[src/design/aesp_pkg.sv]
// Package with state codes, event codes and control structs of the escape sequence parser.
package aesp_pkg;

	localparam logic [3:0] ST_GROUND    = 4'd0;
	localparam logic [3:0] ST_ESC       = 4'd1;
	localparam logic [3:0] ST_ESC_INT   = 4'd2;
	localparam logic [3:0] ST_CSI_ENTRY = 4'd3;
	localparam logic [3:0] ST_CSI_PARAM = 4'd4;
	localparam logic [3:0] ST_CSI_INT   = 4'd5;
	localparam logic [3:0] ST_CSI_IGN   = 4'd6;
	localparam logic [3:0] ST_DCS_ENTRY = 4'd7;
	localparam logic [3:0] ST_DCS_PARAM = 4'd8;
	localparam logic [3:0] ST_DCS_INT   = 4'd9;
	localparam logic [3:0] ST_DCS_PASS  = 4'd10;
	localparam logic [3:0] ST_DCS_IGN   = 4'd11;
	localparam logic [3:0] ST_OSC_ENTRY = 4'd12;
	localparam logic [3:0] ST_OSC_STR   = 4'd13;
	localparam logic [3:0] ST_SOS       = 4'd14;

	localparam logic [2:0] EV_PRINT    = 3'd0;
	localparam logic [2:0] EV_EXEC     = 3'd1;
	localparam logic [2:0] EV_ESC      = 3'd2;
	localparam logic [2:0] EV_ESC2     = 3'd3;
	localparam logic [2:0] EV_CSI      = 3'd4;
	localparam logic [2:0] EV_OSC_BYTE = 3'd5;
	localparam logic [2:0] EV_OSC_END  = 3'd6;

	localparam logic [7:0] CH_CAN   = 8'h18;
	localparam logic [7:0] CH_SUB   = 8'h1A;
	localparam logic [7:0] CH_ESC   = 8'h1B;
	localparam logic [7:0] CH_BEL   = 8'h07;
	localparam logic [7:0] CH_DEL   = 8'h7F;
	localparam logic [7:0] CH_SEMI  = 8'h3B;
	localparam logic [7:0] CH_COLON = 8'h3A;

	// Commands from the controller to the datapath.
	typedef struct packed {
		logic       clear_seq;   // start of a new sequence
		logic       collect;     // store an intermediate byte
		logic       param_char;  // feed a parameter character
		logic       save_esc;    // keep the escape intermediate
		logic       load_out;    // load the single-result output
		logic       osc_end_out; // load an OSC end result
		logic [2:0] kind;        // event of the single result
		logic       start_csi;   // begin a CSI parameter walk
		logic       last;        // single result ends the transfer
	} aesp_cmd_t;

	// Status from the datapath to the controller.
	typedef struct packed {
		logic busy;  // output register full or CSI walk in progress
	} aesp_sts_t;

endpackage

[src/design/aesp_ram.sv]
// Generic single-port write, single-port read RAM with registered read data.
module aesp_ram #(
	parameter int WIDTH = 16,
	parameter int DEPTH = 16
) (
	input  logic                     clk,
	input  logic                     we,
	input  logic [$clog2(DEPTH)-1:0] waddr,
	input  logic [WIDTH-1:0]         wdata,
	input  logic [$clog2(DEPTH)-1:0] raddr,
	output logic [WIDTH-1:0]         rdata
);
	logic [WIDTH-1:0] mem_q [DEPTH];

	always_ff @(posedge clk) begin
		if (we)
			mem_q[waddr] <= wdata;
		rdata <= mem_q[raddr];
	end
endmodule

[src/design/aesp_ctrl.sv]
// Parser state machine of the escape sequence parser.
module aesp_ctrl
	import aesp_pkg::*;
(
	input  logic       clk,
	input  logic       arst_n,
	input  logic       take,
	input  logic [7:0] byte_in,
	input  aesp_sts_t  sts,
	output logic       ready,
	output aesp_cmd_t  cmd
);
	logic [3:0] state_q;
	logic [3:0] nxt;
	logic       go_en;
	logic       osc_leave;

	assign ready = !sts.busy;

	always_comb begin
		logic [7:0] c;
		logic       single;
		c = byte_in;
		cmd = '0;
		nxt = state_q;
		go_en = 1'b0;
		single = 1'b0;
		if (c == CH_CAN || c == CH_SUB) begin
			go_en = 1'b1; nxt = ST_GROUND; single = 1'b1; cmd.kind = EV_EXEC;
		end else if (c == CH_ESC) begin
			go_en = 1'b1; nxt = ST_ESC;
		end else if (c >= 8'h80 && c <= 8'h9F) begin
			go_en = 1'b1;
			case (c)
				8'h90: nxt = ST_DCS_ENTRY;
				8'h98, 8'h9E, 8'h9F: nxt = ST_SOS;
				8'h9B: nxt = ST_CSI_ENTRY;
				8'h9C: nxt = ST_GROUND;
				8'h9D: nxt = ST_OSC_ENTRY;
				default: begin
					nxt = ST_GROUND; single = 1'b1; cmd.kind = EV_EXEC;
				end
			endcase
		end else begin
			case (state_q)
				ST_ESC: begin
					if (c <= 8'h1F) begin
						single = 1'b1; cmd.kind = EV_EXEC;
					end else if (c <= 8'h2F) begin
						cmd.save_esc = 1'b1; go_en = 1'b1; nxt = ST_ESC_INT;
					end else if (c == 8'h50) begin
						go_en = 1'b1; nxt = ST_DCS_ENTRY;
					end else if (c == 8'h58 || c == 8'h5E || c == 8'h5F) begin
						go_en = 1'b1; nxt = ST_SOS;
					end else if (c == 8'h5B) begin
						go_en = 1'b1; nxt = ST_CSI_ENTRY;
					end else if (c == 8'h5D) begin
						go_en = 1'b1; nxt = ST_OSC_ENTRY;
					end else if (c != CH_DEL) begin
						single = 1'b1; cmd.kind = EV_ESC; go_en = 1'b1; nxt = ST_GROUND;
					end
				end
				ST_ESC_INT: begin
					if (c <= 8'h1F) begin
						single = 1'b1; cmd.kind = EV_EXEC;
					end else if (c <= 8'h2F) begin
						cmd.collect = 1'b1;
					end else if (c != CH_DEL) begin
						single = 1'b1; cmd.kind = EV_ESC2; go_en = 1'b1; nxt = ST_GROUND;
					end
				end
				ST_CSI_ENTRY, ST_CSI_PARAM, ST_CSI_INT: begin
					if (c <= 8'h1F) begin
						single = 1'b1; cmd.kind = EV_EXEC;
					end else if (c <= 8'h2F) begin
						cmd.collect = 1'b1; go_en = 1'b1; nxt = ST_CSI_INT;
					end else if (c <= 8'h3F) begin
						go_en = 1'b1;
						if (state_q == ST_CSI_INT || c == CH_COLON) nxt = ST_CSI_IGN;
						else if (c <= CH_SEMI) begin
							cmd.param_char = 1'b1; nxt = ST_CSI_PARAM;
						end else if (state_q == ST_CSI_ENTRY) begin
							cmd.collect = 1'b1; nxt = ST_CSI_PARAM;
						end else nxt = ST_CSI_IGN;
					end else if (c != CH_DEL) begin
						cmd.start_csi = 1'b1; go_en = 1'b1; nxt = ST_GROUND;
					end
				end
				ST_CSI_IGN: begin
					if (c <= 8'h1F) begin
						single = 1'b1; cmd.kind = EV_EXEC;
					end else if (c >= 8'h40 && c != CH_DEL) begin
						go_en = 1'b1; nxt = ST_GROUND;
					end
				end
				ST_DCS_ENTRY, ST_DCS_PARAM, ST_DCS_INT: begin
					if (c <= 8'h1F || c == CH_DEL) begin
					end else if (c <= 8'h2F) begin
						cmd.collect = 1'b1; go_en = 1'b1; nxt = ST_DCS_INT;
					end else if (c <= 8'h3F) begin
						go_en = 1'b1;
						if (state_q == ST_DCS_INT || c == CH_COLON) nxt = ST_DCS_IGN;
						else if (c <= CH_SEMI) begin
							cmd.param_char = 1'b1; nxt = ST_DCS_PARAM;
						end else if (state_q == ST_DCS_ENTRY) begin
							cmd.collect = 1'b1; nxt = ST_DCS_PARAM;
						end else nxt = ST_DCS_IGN;
					end else begin
						go_en = 1'b1; nxt = ST_DCS_PASS;
					end
				end
				ST_OSC_ENTRY: begin
					if (c >= 8'h30 && c <= 8'h39) cmd.param_char = 1'b1;
					else if (c == CH_BEL) begin
						go_en = 1'b1; nxt = ST_GROUND;
					end else if (c == CH_SEMI) begin
						go_en = 1'b1; nxt = ST_OSC_STR;
					end else begin
						single = 1'b1; cmd.kind = EV_OSC_BYTE; go_en = 1'b1; nxt = ST_OSC_STR;
					end
				end
				ST_OSC_STR: begin
					if (c == CH_BEL) begin
						go_en = 1'b1; nxt = ST_GROUND;
					end else if (c > 8'h1F) begin
						single = 1'b1; cmd.kind = EV_OSC_BYTE;
					end
				end
				ST_DCS_PASS, ST_DCS_IGN, ST_SOS: begin
				end
				default: begin
					nxt = ST_GROUND;
					single = 1'b1;
					cmd.kind = (c <= 8'h1F) ? EV_EXEC : EV_PRINT;
				end
			endcase
		end
		// Leaving an OSC state (other than entry to string) closes the string.
		osc_leave = go_en && (state_q == ST_OSC_ENTRY || state_q == ST_OSC_STR)
			&& !(state_q == ST_OSC_ENTRY && nxt == ST_OSC_STR);
		cmd.osc_end_out = osc_leave;
		cmd.load_out = single;
		cmd.last = 1'b1;
		cmd.clear_seq = go_en && (nxt == ST_ESC || nxt == ST_CSI_ENTRY
			|| nxt == ST_DCS_ENTRY || nxt == ST_OSC_ENTRY);
		if (!take)
			cmd = '0;
	end

	always_ff @(posedge clk or negedge arst_n) begin
		if (!arst_n) begin
			state_q <= ST_GROUND;
		end else if (take) begin
			state_q <= nxt;
		end
	end
endmodule

[src/design/aesp_dp.sv]
// Datapath of the escape sequence parser: sequence storage, CSI walk and output registers.
module aesp_dp
	import aesp_pkg::*;
#(
	parameter int MAX_PARAMS = 16,
	parameter int KEPT_INTERMEDIATES = 2
) (
	input  logic        clk,
	input  logic        arst_n,
	input  logic [7:0]  byte_in,
	input  aesp_cmd_t   cmd,
	input  logic        out_take,
	output aesp_sts_t   sts,
	output logic        out_valid,
	output logic [2:0]  event_kind,
	output logic [7:0]  code,
	output logic [1:0]  inter_count,
	output logic [7:0]  inter_first,
	output logic [7:0]  inter_second,
	output logic [3:0]  param_index,
	output logic [15:0] param_value,
	output logic [4:0]  param_count,
	output logic        param_overflow,
	output logic        last
);
	localparam int AW = $clog2(MAX_PARAMS);
	localparam int TW = $clog2(MAX_PARAMS + 1);
	localparam int KW = (KEPT_INTERMEDIATES > 1) ? $clog2(KEPT_INTERMEDIATES) : 1;

	logic [TW-1:0] ptot_q;
	logic          pdrop_q;
	logic          lead0_q;    // parameter zero was closed empty by a leading separator
	logic [15:0]   cur_q;      // value of the newest parameter
	logic [15:0]   first_q;    // value of parameter zero (OSC number)
	logic [7:0]    ib_q [KEPT_INTERMEDIATES];
	logic [1:0]    itot_q;
	logic [7:0]    escb_q;

	// CSI walk.
	logic          walk_q;     // reading parameters from RAM
	logic          rd_q;       // RAM data valid for walk index rd_idx_q
	logic [TW-1:0] widx_q;     // next index to read
	logic [AW-1:0] rd_idx_q;
	logic [7:0]    fin_q;
	logic [TW-1:0] wtot_q;

	logic          ovalid_q;

	// RAM write port: the newest parameter is written back whenever it changes.
	logic          we;
	logic [AW-1:0] waddr;
	logic [15:0]   wdata;
	logic [AW-1:0] raddr;
	logic [15:0]   rdata;

	aesp_ram #(.WIDTH(16), .DEPTH(MAX_PARAMS)) u_ram (
		.clk(clk), .we(we), .waddr(waddr), .wdata(wdata), .raddr(raddr), .rdata(rdata)
	);

	function automatic logic [7:0] inter_at(input logic [1:0] tot, input int k,
			input logic [7:0] b);
		return (tot > 2'(k) && k < KEPT_INTERMEDIATES) ? b : 8'h00;
	endfunction

	logic [7:0] ib0, ib1;
	assign ib0 = inter_at(itot_q, 0, ib_q[0]);
	assign ib1 = inter_at(itot_q, 1, ib_q[KW'(1 % KEPT_INTERMEDIATES)]);

	// Parameter character handling.
	logic          need_new0;  // implicit first parameter
	logic [TW-1:0] tot_a;
	logic          drop_a;
	logic          is_semi;
	logic          is_dig;
	logic [15:0]   cur_a;
	logic [15:0]   cur_n;
	logic [TW-1:0] tot_n;
	logic          drop_n;
	logic [19:0]   mul;

	always_comb begin
		is_semi = byte_in == CH_SEMI;
		is_dig = byte_in >= 8'h30 && byte_in <= 8'h39;
		need_new0 = ptot_q == '0;
		tot_a = need_new0 ? TW'(1) : ptot_q;
		drop_a = pdrop_q;
		cur_a = need_new0 ? 16'h0 : cur_q;
		tot_n = tot_a;
		drop_n = drop_a;
		cur_n = cur_a;
		mul = {cur_a, 3'b000} + {3'b000, cur_a, 1'b0} + {12'h0, byte_in - 8'h30};
		if (is_semi) begin
			if (tot_a < TW'(MAX_PARAMS)) begin
				tot_n = tot_a + TW'(1);
				cur_n = 16'h0;
			end else drop_n = 1'b1;
		end else if (is_dig && !drop_a) begin
			cur_n = mul[15:0];
		end
		we = cmd.param_char && !(is_semi && tot_a >= TW'(MAX_PARAMS))
			&& !(is_dig && drop_a && !need_new0);
		waddr = AW'(tot_n - TW'(1));
		wdata = cur_n;
		// A waiting read keeps its address so the data holds while the output stalls.
		raddr = rd_q ? rd_idx_q : (walk_q ? widx_q[AW-1:0] : '0);
	end

	assign sts.busy = ovalid_q || walk_q || rd_q;

	always_ff @(posedge clk or negedge arst_n) begin
		if (!arst_n) begin
			ptot_q <= '0;
			pdrop_q <= 1'b0;
			lead0_q <= 1'b0;
			itot_q <= '0;
			walk_q <= 1'b0;
			rd_q <= 1'b0;
			ovalid_q <= 1'b0;
		end else begin
			if (out_take)
				ovalid_q <= 1'b0;
			if (cmd.clear_seq) begin
				ptot_q <= '0;
				pdrop_q <= 1'b0;
				lead0_q <= 1'b0;
				itot_q <= '0;
			end
			if (cmd.collect && itot_q != 2'd3)
				itot_q <= itot_q + 2'd1;
			if (cmd.param_char) begin
				ptot_q <= tot_n;
				pdrop_q <= drop_n;
				if (need_new0 && is_semi) lead0_q <= 1'b1;
			end
			if (cmd.load_out || cmd.osc_end_out)
				ovalid_q <= 1'b1;
			if (cmd.start_csi) begin
				if (ptot_q == '0) ovalid_q <= 1'b1;
				else begin
					walk_q <= 1'b1;
					widx_q <= '0;
				end
			end
			// Read one parameter at a time; each waits in rd_q until the output register drains.
			if (walk_q && !rd_q) begin
				rd_q <= 1'b1;
				rd_idx_q <= widx_q[AW-1:0];
				widx_q <= widx_q + TW'(1);
				if (widx_q + TW'(1) == wtot_q) walk_q <= 1'b0;
			end
			if (rd_q && (!ovalid_q || out_take)) begin
				rd_q <= 1'b0;
				ovalid_q <= 1'b1;
			end
		end
	end

	always_ff @(posedge clk) begin
		if (cmd.param_char) begin
			cur_q <= cur_n;
			if (tot_n == TW'(1)) first_q <= cur_n;
		end
		if (cmd.save_esc) escb_q <= byte_in;
		if (cmd.collect && itot_q < 2'(KEPT_INTERMEDIATES))
			ib_q[KW'(itot_q)] <= byte_in;
		if (cmd.start_csi) begin
			fin_q <= byte_in;
			wtot_q <= ptot_q;
		end
		if (cmd.load_out || cmd.osc_end_out || (cmd.start_csi && ptot_q == '0)) begin
			code <= 8'h00;
			inter_count <= 2'd0;
			inter_first <= 8'h00;
			inter_second <= 8'h00;
			param_index <= 4'd0;
			param_value <= 16'h0;
			param_count <= 5'd0;
			param_overflow <= 1'b0;
			last <= 1'b1;
		end
		if (cmd.osc_end_out) begin
			event_kind <= EV_OSC_END;
			param_value <= (ptot_q != '0) ? first_q : 16'h0;
			param_count <= (ptot_q != '0) ? 5'd1 : 5'd0;
			last <= cmd.last;
		end
		if (cmd.load_out) begin
			event_kind <= cmd.kind;
			code <= byte_in;
			if (cmd.kind == EV_ESC2) begin
				inter_count <= (itot_q == 2'd3) ? 2'd3 : itot_q + 2'd1;
				inter_first <= escb_q;
				inter_second <= ib0;
			end
		end
		if (cmd.start_csi && ptot_q == '0) begin
			event_kind <= EV_CSI;
			code <= byte_in;
			inter_count <= itot_q;
			inter_first <= ib0;
			inter_second <= ib1;
			param_overflow <= pdrop_q;
		end
		if (rd_q && (!ovalid_q || out_take)) begin
			event_kind <= EV_CSI;
			code <= fin_q;
			inter_count <= itot_q;
			inter_first <= ib0;
			inter_second <= ib1;
			param_index <= 4'(rd_idx_q);
			param_value <= (lead0_q && rd_idx_q == '0) ? 16'h0 : rdata;
			param_count <= 5'(ptot_q);
			param_overflow <= pdrop_q;
			last <= (TW'(rd_idx_q) + TW'(1)) == wtot_q;
		end
	end

	assign out_valid = ovalid_q;
endmodule

[src/design/ansi_escape_sequence_parser.sv]
// Top level of the DEC/ANSI terminal escape sequence parser.
// One terminal byte is taken per input transfer and produces zero or more result
// transfers. A byte that yields no result does not hold the input. For a byte that
// yields one result (print, execute, escape, OSC byte), the block takes no new byte
// while the result still waits, so a stalled output holds the input. A byte leaving
// an OSC string that also yields another event is not possible except for CAN, SUB
// and other C1 executes, which give an OSC end then the execute. A CSI final byte
// with N kept parameters reads them one at a time from the parameter RAM (one read
// port, registered), giving N results with the parser stalled meanwhile; with no
// parameters it gives one result.
// The DCS string is swallowed.
module ansi_escape_sequence_parser
	import aesp_pkg::*;
#(
	parameter int MAX_PARAMS = 16,
	parameter int KEPT_INTERMEDIATES = 2
) (
	input  logic        clk,
	input  logic        arst_n,
	input  logic        in_valid,
	output logic        in_stall,
	input  logic [7:0]  byte_in,
	output logic        out_valid,
	input  logic        out_stall,
	output logic [2:0]  event_kind,
	output logic [7:0]  code,
	output logic [1:0]  inter_count,
	output logic [7:0]  inter_first,
	output logic [7:0]  inter_second,
	output logic [3:0]  param_index,
	output logic [15:0] param_value,
	output logic [4:0]  param_count,
	output logic        param_overflow,
	output logic        last
);
	aesp_cmd_t cmd;
	aesp_sts_t sts;
	logic      ready;
	logic      take;
	logic      out_take;
	logic      pend_q;   // execute waiting behind an OSC end result
	logic [7:0] pbyte_q;
	logic      two_ev;

	assign out_take = out_valid && !out_stall;
	// A byte that gives both an OSC end and an execute is held as pending.
	assign in_stall = !ready || pend_q;
	assign take = in_valid && !in_stall;

	aesp_cmd_t cmd_c;
	aesp_cmd_t cmd_d;
	logic [7:0] byte_d;

	aesp_ctrl u_ctrl (
		.clk(clk), .arst_n(arst_n), .take(take), .byte_in(byte_in),
		.sts(sts), .ready(ready), .cmd(cmd_c)
	);

	assign two_ev = cmd_c.osc_end_out && cmd_c.load_out;

	always_comb begin
		cmd_d = cmd_c;
		byte_d = byte_in;
		// The OSC end goes first and is not the final result of the byte.
		if (two_ev) begin
			cmd_d.load_out = 1'b0;
			cmd_d.last = 1'b0;
		end
		if (pend_q && !sts.busy) begin
			cmd_d = '0;
			cmd_d.load_out = 1'b1;
			cmd_d.kind = EV_EXEC;
			cmd_d.last = 1'b1;
			byte_d = pbyte_q;
		end
	end
	assign cmd = cmd_d;

	always_ff @(posedge clk or negedge arst_n) begin
		if (!arst_n) begin
			pend_q <= 1'b0;
		end else if (two_ev) begin
			pend_q <= 1'b1;
		end else if (pend_q && !sts.busy) begin
			pend_q <= 1'b0;
		end
	end

	always_ff @(posedge clk) begin
		if (two_ev) pbyte_q <= byte_in;
	end

	aesp_dp #(.MAX_PARAMS(MAX_PARAMS), .KEPT_INTERMEDIATES(KEPT_INTERMEDIATES)) u_dp (
		.clk(clk), .arst_n(arst_n), .byte_in(byte_d), .cmd(cmd), .out_take(out_take),
		.sts(sts), .out_valid(out_valid), .event_kind(event_kind), .code(code),
		.inter_count(inter_count), .inter_first(inter_first), .inter_second(inter_second),
		.param_index(param_index), .param_value(param_value), .param_count(param_count),
		.param_overflow(param_overflow), .last(last)
	);
endmodule

[config.mk]
export PLATFORM = sky130hd
export DESIGN_NAME = ansi_escape_sequence_parser
export DESIGN_NICKNAME = d
export VERILOG_FILES = /design/src/design/aesp_pkg.sv /design/src/design/aesp_ram.sv /design/src/design/aesp_ctrl.sv /design/src/design/aesp_dp.sv /design/src/design/ansi_escape_sequence_parser.sv
export SDC_FILE = /design/constraint.sdc
export NUM_CORES = 1
export LEC_CHECK = 0
export ABC_AREA = 1
export BUFFER_PORTS_ARGS = -buffer_cell sky130_fd_sc_hd__buf_2
export CAP_MARGIN = 20
export CORE_ASPECT_RATIO = 0.5
export CORE_MARGIN = 2
export CORE_UTILIZATION = 65
export CTS_CLUSTER_SIZE = 8
export DETAILED_ROUTE_END_ITERATION = 8
export PLACE_DENSITY = 0.87
export SETUP_SLACK_MARGIN = 0.15
export SLEW_MARGIN = 20
export SYNTH_ARGS = -nofsm -noshare
export SYNTH_HDL_FRONTEND = slang
export SYNTH_HIERARCHICAL = 1
export SYNTH_SLANG_ARGS = --single-unit
[constraint.sdc]
create_clock -name clk -period 10.45 [get_ports clk]
set_input_delay 1.045 -clock clk [delete_from_list [all_inputs] [get_ports clk]]
set_output_delay 1.045 -clock clk [all_outputs]
set_load 0.01 [all_outputs]
# Yosys cells after proc, flatten, opt, wreduce, memory -nomap -nowiden
# Memories as Yosys holds them, arrays and structs flattened. A register that Yosys moved wholly into a read port is not among the register bits.
# Cells that the tools add are included.
[classes] reduce_logical=76 shift=0 n_bitwise=0 div=0 multipliers=0 n_addsub=8 n_mux=207 magnitude_cmp=17 n_eq_ne=50
[op_table] operator="$mux W16" count=9
[op_table] operator="$mux W8" count=17
[op_table] operator="$mux W4" count=32
[op_table] operator="$mux W1" count=91
[op_table] operator="$mux W3" count=20
[op_table] operator="$eq A8 B7 Y1 const B" count=7
[op_table] operator="$eq A8 B8 Y1 const B" count=7
[op_table] operator="$mux W5" count=11
[op_table] operator="$le A8 B6 Y1 const B" count=5
[op_table] operator="$eq A4 B4 Y1 const B" count=9
[op_table] operator="$mux W2" count=18
[op_table] operator="$pmux W4 S8" count=1
[op_table] operator="$logic_and A1 B1 Y1" count=25
[op_table] operator="$eq A8 B5 Y1 const B" count=3
[op_table] operator="$eq A8 B6 Y1 const B" count=3
[op_table] operator="$mux W11" count=2
[op_table] operator="$eq A4 B3 Y1 const B" count=5
[op_table] operator="$add A16 B16 Y16" count=1
[op_table] operator="$add A16 B8 Y16" count=1
[op_table] operator="$ge A8 B6 Y1 const B" count=2
[op_table] operator="$logic_or A1 B1 Y1" count=16
[op_table] operator="$pmux W4 S4" count=1
[op_table] operator="$pmux W3 S5" count=1
[op_table] operator="$reduce_bool A2 Y1" count=7
[op_table] operator="39 further kinds" count=64
[totals] mem_bits_rw=272 inputBits=12 reg_bits=143 wordCells=387 output_inout_bits=58 n_memories=2 latch_bits=0 romBits=0
[mem_list] memory="u_dp.u_ram.mem_q" words=16 word_bits=16 rd=1 rd_clocked_by_memory_dff=1 write_ports=1 line_no="aesp_ram.sv:13" rtl="logic [WIDTH-1:0] mem_q [DEPTH];"
[mem_list] memory="u_dp.ib_q" words=2 word_bits=8 rd=2 rd_clocked_by_memory_dff=0 write_ports=1 line_no="aesp_dp.sv:35" rtl="logic [7:0] ib_q [KEPT_INTERMEDIATES];"

# Depth between registers and ports, before layout
# Gate-level depths: netlist of run 1.
[logic_depth] depth_word=28 depth_mapped=25 mapped_depth_nobuf=24

# Modules after synthesis
# Netlist of run 1, hierarchy kept.
[modules_own_cells] module="aesp_ram" area_per_inst_um2=11380.9 seq_area_each_um2=8007.7 n_inst=1 cells_per_inst=1074
[modules_own_cells] module="aesp_dp" area_per_inst_um2=7387.1 seq_area_each_um2=4113.9 n_inst=1 cells_per_inst=762
[modules_own_cells] module="aesp_ctrl" area_per_inst_um2=1423.9 seq_area_each_um2=100.1 n_inst=1 cells_per_inst=285
[modules_own_cells] module="ansi_escape_sequence_parser" area_per_inst_um2=524.3 seq_area_each_um2=265.3 n_inst=1 cells_per_inst=69

# Least setup slack after synthesis of run 1
# Ideal clock, no wire load.
[synth_path] path_type="input-to-reg" start="input port byte_in[1]" end="memory u_dp.u_ram.mem_q[12][0] (enable)" path_buffers=1 setup_slack_ns=5.642 arrival_ns=4.420 setup_ns=0.388 cell_stages=16 required_time_ns=10.062 cell_sequence="buf_2 -> nand2_2 -> nor2_2 -> nand2_4 -> nand2_4 -> nor2_1 -> nand3_1 -> nand2_1 -> a21oi_1 -> nor2_1 -> inv_1 -> nor2_1 -> inv_1 -> a211oi_1 -> nand3_1 -> nor2_1"
[synth_lines] element="start, declared" line_no="ansi_escape_sequence_parser.sv:22" rtl="input logic [7:0] byte_in,"
[synth_lines] element="end, declared" line_no="aesp_ram.sv:13"

# Final worst setup path of run 1
[layout_path] start="register u_dp.rd_q" end="memory u_dp.u_ram.mem_q[13][5] (enable)"
[layout_between] word_cells_on_any_way=24 cone_classes="add/sub (1); order compare (2); eq/ne (1); mux (6); reduce/logical (14)"
[layout_lines] element="start, declared" line_no="aesp_dp.sv:41" rtl="logic rd_q;"
[layout_lines] element="start signal, assigned" line_no="aesp_dp.sv:117" rtl="rd_q <= 1'b0;"
[layout_lines] element="start signal, assigned" line_no="aesp_dp.sv:146" rtl="rd_q <= 1'b1;"
[layout_lines] element="start signal, assigned" line_no="aesp_dp.sv:152" rtl="rd_q <= 1'b0;"
[layout_lines] element="$logic_or A1 B1 Y1" line_no="aesp_dp.sv:108" rtl="assign sts.busy = ovalid_q || walk_q || rd_q;"
[layout_lines] element="net sts" line_no="ansi_escape_sequence_parser.sv:37" rtl="aesp_sts_t sts;"
[layout_lines] element="$logic_not A1 Y1" line_no="ansi_escape_sequence_parser.sv:69" rtl="if (pend_q && !sts.busy) begin"
[layout_lines] element="$logic_and A1 B1 Y1" line_no="ansi_escape_sequence_parser.sv:69"
[layout_lines] element="$mux W8" line_no="ansi_escape_sequence_parser.sv:69"
[layout_lines] element="net byte_d[4]" line_no="ansi_escape_sequence_parser.sv:52" rtl="logic [7:0] byte_d;"
[layout_lines] element="$eq A8 B6 Y1" line_no="aesp_dp.sv:82" rtl="is_semi = byte_in == CH_SEMI;"
[layout_lines] element="$mux W5" line_no="aesp_dp.sv:92" rtl="if (is_semi) begin"
[layout_lines] element="$sub A4 B1 Y4" line_no="aesp_dp.sv:102" rtl="waddr = AW'(tot_n - TW'(1));"
[layout_lines] element="net u_dp.waddr[0]" line_no="aesp_dp.sv:51" rtl="logic [AW-1:0] waddr;"
# The timed path passes the listed nets, and every way through them passes these cells.

==> flow_summary.rst, run 1 <==
.. list-table::
   :header-rows: 1

   * - Metric
     - Value
   * - Outcome
     - complete, no violations
   * - Post-route fraction of the period consumed by the critical path
     - 0.4642
   * - Number of warnings printed during yosys synthesis
     - 6
   * - Worst clock skew
     - 0.03325 ns
   * - Sum of routed wire segments on met1
     - 20,220 um
   * - Number of buffers inserted by hold repair at cts
     - 0
   * - Number of cells on the worst reg-to-reg path
     - 17
   * - Final design utilization
     - 0.7344
   * - CP Launch Type
     - register
   * - Post-detailed-route count of antenna-violating nets
     - 0
   * - CTS clock-pin slew for the worst setup and hold paths
     - 0.05 ns
   * - Avg WL per Cell
     - 20.14 um
   * - Worst endpoint data arrival time
     - 5.06 ns
   * - Chip Height
     - 130.2 um
   * - Number of synthesized register bits
     - 431
   * - Number of I/O port buffers
     - 69
   * - Buffer levels on the longest clock path
     - 3
   * - Cells after synthesis
     - 2,190
   * - Post-CTS sizing
     - 0
   * - Root buffer selected by CTS
     - sky130_fd_sc_hd__clkbuf_16
   * - Crit. End Element
     - register
   * - Antenna violations before repair
     - 2
   * - Total clock buffers created by CTS
     - 59
   * - Buffers inserted during post-CTS setup optimization
     - 0
   * - Area taken by flip-flops and latches
     - 12,490 um^2
   * - Reg-to-reg endpoint
     - u_dp/u_ram/mem_q[13][5]
   * - Highest clock rate
     - 206.2 MHz
   * - Post-route DRC
     - 0
   * - DP Worst Slack
     - 5.541 ns
   * - Detailed route wirelength on metal2
     - 26,450 um
   * - CP required
     - 10.66 ns
   * - Ports placed on the boundary
     - 70
   * - Multi-input combinational cell area
     - 6496 um^2
   * - Post-synth ARST share
     - 0.03944
   * - Critical-path maximum fanout
     - 17
   * - Post-detailed-placement cell area
     - 21,430 um^2
   * - CTS H-tree lvls
     - 2
   * - Crit path kind
     - register to register
   * - Reg2Reg Launch Point
     - u_dp/rd_q
   * - DR top layer
     - met5
   * - Gr usage total
     - 0.3313
   * - Via count of the first global-routing pass
     - 15,920
   * - Met3 wire len
     - 6701 um
   * - Via total after detailed routing
     - 16,470
   * - Sequential cell area fraction in the yosys report
     - 0.6028
   * - Ys flop type
     - sky130_fd_sc_hd__edfxtp_1
   * - Post-Syn Area per Cell
     - 9.459 um^2
   * - Distinct cell type count after synthesis
     - 50
   * - Global-route wire length before repair
     - 85,570 um
   * - Aggregate negative setup slack
     - 0 ns
   * - Global placement routability congestion
     - 0.9126
   * - Unrepaired setup endpoints after global routing
     - no
   * - X dimension of the die
     - 256.5 um
   * - Worst slew margin
     - 0.2616
   * - Initial Utilization
     - 0.6568
   * - Layout area overhead
     - 11.81%
   * - Post-Syn Area
     - 20,720 um^2
   * - Pre-Repair DR Iteration Count
     - 6
   * - Nets@finish
     - 2,326
   * - # placed instances
     - 2,646
   * - Total die area
     - 33,400 um^2
   * - Cell Pwr Density
     - 246.9 nW/um^2
   * - Drt first-iter violations
     - 2,589
   * - Static Leakage
     - 10.13 nW
   * - Final count of hold timing violations
     - 0
   * - Total wirelength of the detailed-routed design
     - 55,540 um
   * - Flop-to-flop setup slack
     - 5.60 ns
   * - HP Class
     - input pin to async pin
   * - Share of layout cells above drive strength 1
     - 0.1058
   * - Number of rows in the core area
     - 46
   * - Finished Layout Cells
     - 2,758
   * - Number of synthesized flops with an enable pin
     - 377
   * - Number of nets in the synthesized netlist
     - 2,241
   * - Placed wire-length estimate after detailed placement
     - 32,580 um
   * - Count of pins over their slew limit
     - 0
   * - Final setup fails
     - 0
   * - Via-to-Cell Ratio
     - 5.973
   * - # clock sinks
     - 431
   * - Clock latency on the worst-skew pair
     - 0.60 ns
   * - Total global routing overflow
     - 0
   * - Post-layout min period
     - 4.851 ns
   * - Final design area excluding fillers
     - 23,160 um^2
   * - Fillcell total
     - 1,914
   * - Max cap viols
     - 0
   * - Highest ir drop seen on vdd
     - 231.1 uV
   * - Final critical-path setup slack
     - 5.599 ns
   * - Transition at the pin with the smallest max-transition slack
     - 1.099 ns
   * - Pin count of the biggest net entering global routing
     - 74
   * - Clock tree from TritonCTS
     - built
   * - CORE AREA
     - 31,540 um^2
==> worst max-delay path by stage <==
stage	from	end	slack [ns]	cells past startpoint
floorplan	byte_in[1]	u_dp/u_ram/mem_q[12][0]	5.64	16
global placement	byte_in[6]	u_dp/u_ram/mem_q[7][10]	5.52	18
detailed placement	byte_in[6]	u_dp/u_ram/mem_q[13][8]	5.54	18
CTS	u_dp/rd_q	u_dp/u_ram/mem_q[6][6]	5.57	16
global route	u_dp/rd_q	u_dp/cur_q[15]	5.35	21
finish	u_dp/rd_q	u_dp/u_ram/mem_q[13][5]	5.60	17
==> Yosys cell counts, types with 9 or more instances <==
cell | number | area (um^2)
sky130_fd_sc_hd__nand2_1 | 631 | 2369
sky130_fd_sc_hd__edfxtp_1 | 377 | 11320
sky130_fd_sc_hd__inv_1 | 329 | 1235
sky130_fd_sc_hd__nand3_1 | 259 | 1296
sky130_fd_sc_hd__nor2_1 | 130 | 488.0
sky130_fd_sc_hd__a21oi_1 | 65 | 325.3
sky130_fd_sc_hd__dfxtp_1 | 37 | 740.7
sky130_fd_sc_hd__ha_1 | 36 | 450.4
sky130_fd_sc_hd__o21ai_0 | 33 | 165.2
sky130_fd_sc_hd__buf_2 | 27 | 135.1
sky130_fd_sc_hd__inv_2 | 24 | 90.09
sky130_fd_sc_hd__o22ai_1 | 24 | 150.1
sky130_fd_sc_hd__buf_4 | 23 | 172.7
sky130_fd_sc_hd__clkbuf_1 | 17 | 63.81
sky130_fd_sc_hd__dfrtp_1 | 17 | 425.4
sky130_fd_sc_hd__xor2_1 | 17 | 148.9
sky130_fd_sc_hd__o21ai_1 | 16 | 80.08
sky130_fd_sc_hd__nand2_2 | 13 | 81.33
sky130_fd_sc_hd__nor3_1 | 10 | 50.05
sky130_fd_sc_hd__a22oi_1 | 9 | 67.56
sky130_fd_sc_hd__xnor2_1 | 9 | 78.83
==> routing by layer <==
| metal | vias up | track usage |
|---|---|---|
| li1 | 7349 | - |
| met2 | 1300 | 0.5575 |
| met1 | 7608 | 0.4245 |
| met3 | 215 | 0.07051 |
| met5 | - | 0 |
| met4 | 2 | 0.1460 |
==> cells by family after synthesis <==
kind of cell,Yosys count,share of synthesized area
AOI/OAI and AO/OA,172,0.04765
xor gates and xnor gates,26,0.01099
adders and majority gates,39,0.02464
buffers and inverters,431,0.08631
DFF,431,0.6028
and+or+nand+nor,1091,0.2276
==> cells in the final DEF, fill, tap and decap left out, drive strengths merged, types with 6 or more instances in the layout <==
master  synthesis  layout
xnor2           9       9
o22ai          24      24
nand3         264     264
inv           353     353
nor3           14      14
o21bai          6       6
a22oi           9       9
edfxtp        377     377
dfrtp          17      17
nand4           8       8
nor2          145     145
a21oi          68      68
nand2         650     650
dfxtp          37      37
o21ai          52      52
ha             36      36
clkinv          4       6
buf            57      98
xor2           17      17
clkbuf         17     109
==> where the power goes <==
part           total (mW)  internal, mW  switching, mW  leakage (nW)
Clock                1.79          1.07          0.722         0.813
Sequential           2.20          2.09          0.108          3.94
Combinational        1.73         0.485           1.24          5.38
==> flip-flops by register name, indices dropped and copies added (netlist names), 8 cells and up <==
signal             flops
pbyte_q                8
u_dp/code              8
u_dp/cur_q            16
u_dp/escb_q            8
u_dp/fin_q             8
u_dp/first_q          16
u_dp/ib_q             16
u_dp/inter_first       8
u_dp/inter_second      8
u_dp/param_value      16
u_dp/u_ram/mem_q     256
u_dp/u_ram/rdata      16
==> metrics by stage <==
stage               power (mW)  hold WS [ns]
floorplan                3.338        0.4515
global placement         3.773        0.4615
detailed placement       3.828        0.4606
CTS                      5.660        0.4123
global route             5.927        0.4384
finish                   5.718        0.4265
==> worst max-delay path, cell delays in order (launching register included) <==
cell and delay (ns):
sky130_fd_sc_hd__dfrtp_1 0.39, sky130_fd_sc_hd__inv_2 0.22, sky130_fd_sc_hd__nand3_1 0.24, sky130_fd_sc_hd__inv_2 0.23
sky130_fd_sc_hd__nand2_4 0.14, sky130_fd_sc_hd__nand2_1 0.09, sky130_fd_sc_hd__nand2_1 0.27, sky130_fd_sc_hd__ha_1 0.35
sky130_fd_sc_hd__nand2_1 0.09, sky130_fd_sc_hd__inv_2 0.06, sky130_fd_sc_hd__nand2_4 0.15, sky130_fd_sc_hd__clkinv_4 0.17
sky130_fd_sc_hd__nand3_1 0.12, sky130_fd_sc_hd__nand2_2 0.15, sky130_fd_sc_hd__ha_1 0.26, sky130_fd_sc_hd__xnor2_1 0.43
sky130_fd_sc_hd__nand3_1 0.31, sky130_fd_sc_hd__nor2_2 0.80
==> area by class of cell <==
class	count	area share
repair buffers	98	0.02447
inverters	357	0.05812
flip-flops and latches	431	0.5391
clock buffers	109	0.07276
clock inverters	2	0.001674
well taps	432	0.02333
diodes	1	0.0001080
multi-input cells	1328	0.2805
No activity file was read; power rests on OpenSTA's default activity.
==> inputs of run 2 (changes only) <==
--- a/config.mk
+++ b/config.mk
@@ -10,10 +10,10 @@
 export CAP_MARGIN = 20
 export CORE_ASPECT_RATIO = 0.5
 export CORE_MARGIN = 2
-export CORE_UTILIZATION = 65
+export CORE_UTILIZATION = 62
 export CTS_CLUSTER_SIZE = 8
 export DETAILED_ROUTE_END_ITERATION = 8
-export PLACE_DENSITY = 0.87
+export PLACE_DENSITY = 0.84
 export SETUP_SLACK_MARGIN = 0.15
 export SLEW_MARGIN = 20
 export SYNTH_ARGS = -nofsm -noshare
==> constraint.sdc (replaced) <==
create_clock -name clk -period 4.85 [get_ports clk]
set_input_delay 0.485 -clock clk [delete_from_list [all_inputs] [get_ports clk]]
set_output_delay 0.485 -clock clk [all_outputs]
set_load 0.01 [all_outputs]
==> flow_summary.rst, run 2 (synthesis results as in run 1) <==
.. list-table::
   :header-rows: 1

   * - Metric
     - Value
   * - Outcome
     - complete, no violations (unchanged)
   * - Clock latency on the worst-skew pair
     - 0.60 ns (about the same)
   * - Drt first-iter violations
     - 2,276 (was 2,589)
   * - Nets@finish
     - 2,343 (was 2,326)
   * - Via-to-Cell Ratio
     - 5.846 (was 5.973)
   * - CP required
     - 5.07 ns (was 10.66 ns)
   * - Total global routing overflow
     - 0 (unchanged)
   * - Critical-path maximum fanout
     - 18 (was 17)
   * - Highest ir drop seen on vdd
     - 496.4 uV (was 231.1 uV)
   * - Crit. End Element
     - register (unchanged)
   * - Worst slew margin
     - 0.2603 (was 0.2616)
   * - Total die area
     - 34,980 um^2 (was 33,400 um^2)
   * - Via count of the first global-routing pass
     - 15,610 (was 15,920)
   * - Flop-to-flop setup slack
     - 0.53 ns (was 5.60 ns)
   * - Most frequent cells in the layout
     - sky130_fd_sc_hd__nand2_1, sky130_fd_sc_hd__edfxtp_1, sky130_fd_sc_hd__inv_1 (unchanged)
   * - Buffers inserted during post-CTS setup optimization
     - 0 (unchanged)
   * - # clock sinks
     - 431 (unchanged)
   * - Post-layout min period
     - 4.321 ns (was 4.851 ns)
   * - Gr usage total
     - 0.3044 (was 0.3313)
   * - Post-route DRC
     - 0 (unchanged)
   * - Total clock buffers created by CTS
     - 60 (was 59)
   * - Initial Utilization
     - 0.6279 (was 0.6568)
   * - Number of I/O port buffers
     - 69 (unchanged)
   * - CTS clock-pin slew for the worst setup and hold paths
     - 0.05 ns (about the same)
   * - CTS H-tree lvls
     - 2 (unchanged)
   * - Avg WL per Cell
     - 19.22 um (was 20.14 um)
   * - Clock tree from TritonCTS
     - built (unchanged)
   * - Root buffer selected by CTS
     - sky130_fd_sc_hd__clkbuf_16 (unchanged)
   * - Crit path kind
     - register to register (unchanged)
   * - Commonest non-fill, non-tap cell in the layout
     - sky130_fd_sc_hd__nand2_1 (unchanged)
   * - Multi-input combinational cell area
     - 6528 um^2 (was 6496 um^2)
   * - Post-route fraction of the period consumed by the critical path
     - 0.8909 (was 0.4642)
   * - X dimension of the die
     - 262.5 um (was 256.5 um)
   * - Ports placed on the boundary
     - 70 (unchanged)
   * - Max cap viols
     - 0 (unchanged)
   * - Post-detailed-route count of antenna-violating nets
     - 0 (unchanged)
   * - Largest register by flop count
     - u_dp/u_ram/mem_q (unchanged)
   * - Unrepaired setup endpoints after global routing
     - no (unchanged)
   * - Global placement routability congestion
     - 0.9399 (was 0.9126)
   * - Number of flip-flops in the largest register
     - 256 (unchanged)
   * - HP Class
     - input pin to register (was input pin to async pin)
   * - Number of rows in the core area
     - 47 (was 46)
   * - Chip Height
     - 133.3 um (was 130.2 um)
   * - Antenna violations before repair
     - 0 (was 2)
   * - Worst-case hold slack
     - 0.1314 ns (was 0.4265 ns)
   * - CORE AREA
     - 32,990 um^2 (was 31,540 um^2)
   * - Worst endpoint data arrival time
     - 4.54 ns (was 5.06 ns)
   * - Transition at the pin with the smallest max-transition slack
     - 1.109 ns (was 1.099 ns)
   * - Cell Pwr Density
     - 524.7 nW/um^2 (was 246.9 nW/um^2)
   * - Count of pins over their slew limit
     - 0 (unchanged)
   * - Pin count of the biggest net entering global routing
     - 101 (was 74)
   * - CP Launch Type
     - register (unchanged)
   * - Final count of hold timing violations
     - 0 (unchanged)
   * - Global-route wire length before repair
     - 83,230 um (was 85,570 um)
   * - Total wirelength of the detailed-routed design
     - 53,450 um (was 55,540 um)
   * - Share of layout cells above drive strength 1
     - 0.1175 (was 0.1058)
   * - Layout area overhead
     - 12.59% (was 11.81%)
   * - Area taken by flip-flops and latches
     - 12,490 um^2 (unchanged)
   * - Aggregate negative setup slack
     - 0 ns (unchanged)
   * - Highest clock rate
     - 231.4 MHz (was 206.2 MHz)
   * - Worst clock skew
     - 0.05402 ns (was 0.03325 ns)
   * - Final antenna diode count
     - 0 (was 1)
   * - Fillcell total
     - 2,140 (was 1,914)
   * - Buffer levels on the longest clock path
     - 3 (unchanged)
   * - Pre-Repair DR Iteration Count
     - 9 (was 6)
   * - Placed wire-length estimate after detailed placement
     - 32,180 um (was 32,580 um)
   * - Static Leakage
     - 10.21 nW (was 10.13 nW)
   * - Final setup fails
     - 0 (unchanged)
   * - Via total after detailed routing
     - 16,260 (was 16,470)
run 2: cell count changes in the layout (fill, tap and decap cells not counted), moves of 3 or more:
cell,delta
sky130_fd_sc_hd__nand2_2,+7
sky130_fd_sc_hd__nor2_2,+6
sky130_fd_sc_hd__buf_4,+16
sky130_fd_sc_hd__nand2_1,-7
sky130_fd_sc_hd__clkbuf_1,-3
sky130_fd_sc_hd__nor2_1,-6
run 2: layout make-up:
class / count / area share
flip-flops and latches: 431 / 0.5354
multi-input cells: 1328 / 0.2799
clock buffers: 106 / 0.07178
inverters: 357 / 0.05772
repair buffers: 114 / 0.02940
well taps: 441 / 0.02366
clock inverters: 4 / 0.002199
run 2: worst paths after layout:
check	from	endpoint	depth (start not counted)
max	u_dp/rd_q	u_dp/cur_q[11]	19
min	byte_in[6]	pbyte_q[6]	1
max reg2reg	u_dp/rd_q	u_dp/cur_q[11]	19
min reg2reg	u_dp/inter_second[7]	u_dp/inter_second[7]	2
max in group asynchronous	arst_n	u_dp/ptot_q[3]	2
min in group asynchronous	arst_n	pend_q	2
run 2: metal layers:
| metal | routed length (um) | up-vias | GRT usage |
|---|---|---|---|
| met5 | 0 | - | 0 |
| met4 | 2017 | 0 | 0.1338 |
| met3 | 6124 | 204 | 0.06063 |
| met2 | 25080 | 1118 | 0.4945 |
| met1 | 20230 | 7559 | 0.4044 |
| li1 | - | 7376 | - |
run 2: repair_timing:
| item | CTS | global route |
|---|---|---|
| endpoints found under the hold margin | 17 | 0 |
| gates resized for setup | 0 | 8 |
| hold buffers | 1 | 0 |
| endpoints found under the setup margin | 0 | 130 |
run 2: power by group:
part / internal (mW) / switching [mW] / leakage (nW)
clock network: 2.30 / 1.52 / 0.815
logic: 1.07 / 2.62 / 5.46
registers: 4.50 / 0.227 / 3.94
run 2: critical path, stage by stage, from the launching register on:
cell,delay [ns]
sky130_fd_sc_hd__dfrtp_1,0.39
sky130_fd_sc_hd__inv_2,0.22
sky130_fd_sc_hd__nand3_1,0.25
sky130_fd_sc_hd__inv_2,0.24
sky130_fd_sc_hd__nand2_4,0.13
sky130_fd_sc_hd__nand2_1,0.10
sky130_fd_sc_hd__nand2_1,0.19
sky130_fd_sc_hd__ha_1,0.29
sky130_fd_sc_hd__xor2_1,0.16
sky130_fd_sc_hd__fa_1,0.52
sky130_fd_sc_hd__inv_1,0.04
sky130_fd_sc_hd__ha_1,0.34
sky130_fd_sc_hd__a21oi_1,0.23
sky130_fd_sc_hd__nand3_1,0.18
sky130_fd_sc_hd__a21oi_1,0.21
sky130_fd_sc_hd__inv_1,0.06
sky130_fd_sc_hd__nand2_1,0.06
sky130_fd_sc_hd__nand3_1,0.07
sky130_fd_sc_hd__nand2_1,0.09
sky130_fd_sc_hd__nand2_2,0.22
run 2: stage by stage:
step / setup slack [ns] / power (mW) / area, um^2 / utilization / cells
final: 0.5292 / 12.24 / 23320 / 0.7070 / 2781
after global routing: 0.1543 / 12.73 / 23320 / 0.7070 / 2781
after CTS: 0.3925 / 12.15 / 23300 / 0.7064 / 2781
after detailed placement: 0.3972 / 8.280 / 21570 / 0.6538 / 2670
after global placement: 0.5397 / 8.159 / 21570 / 0.6538 / 2670
after floorplan: 0.6020 / 7.192 / 20720 / - / 2190
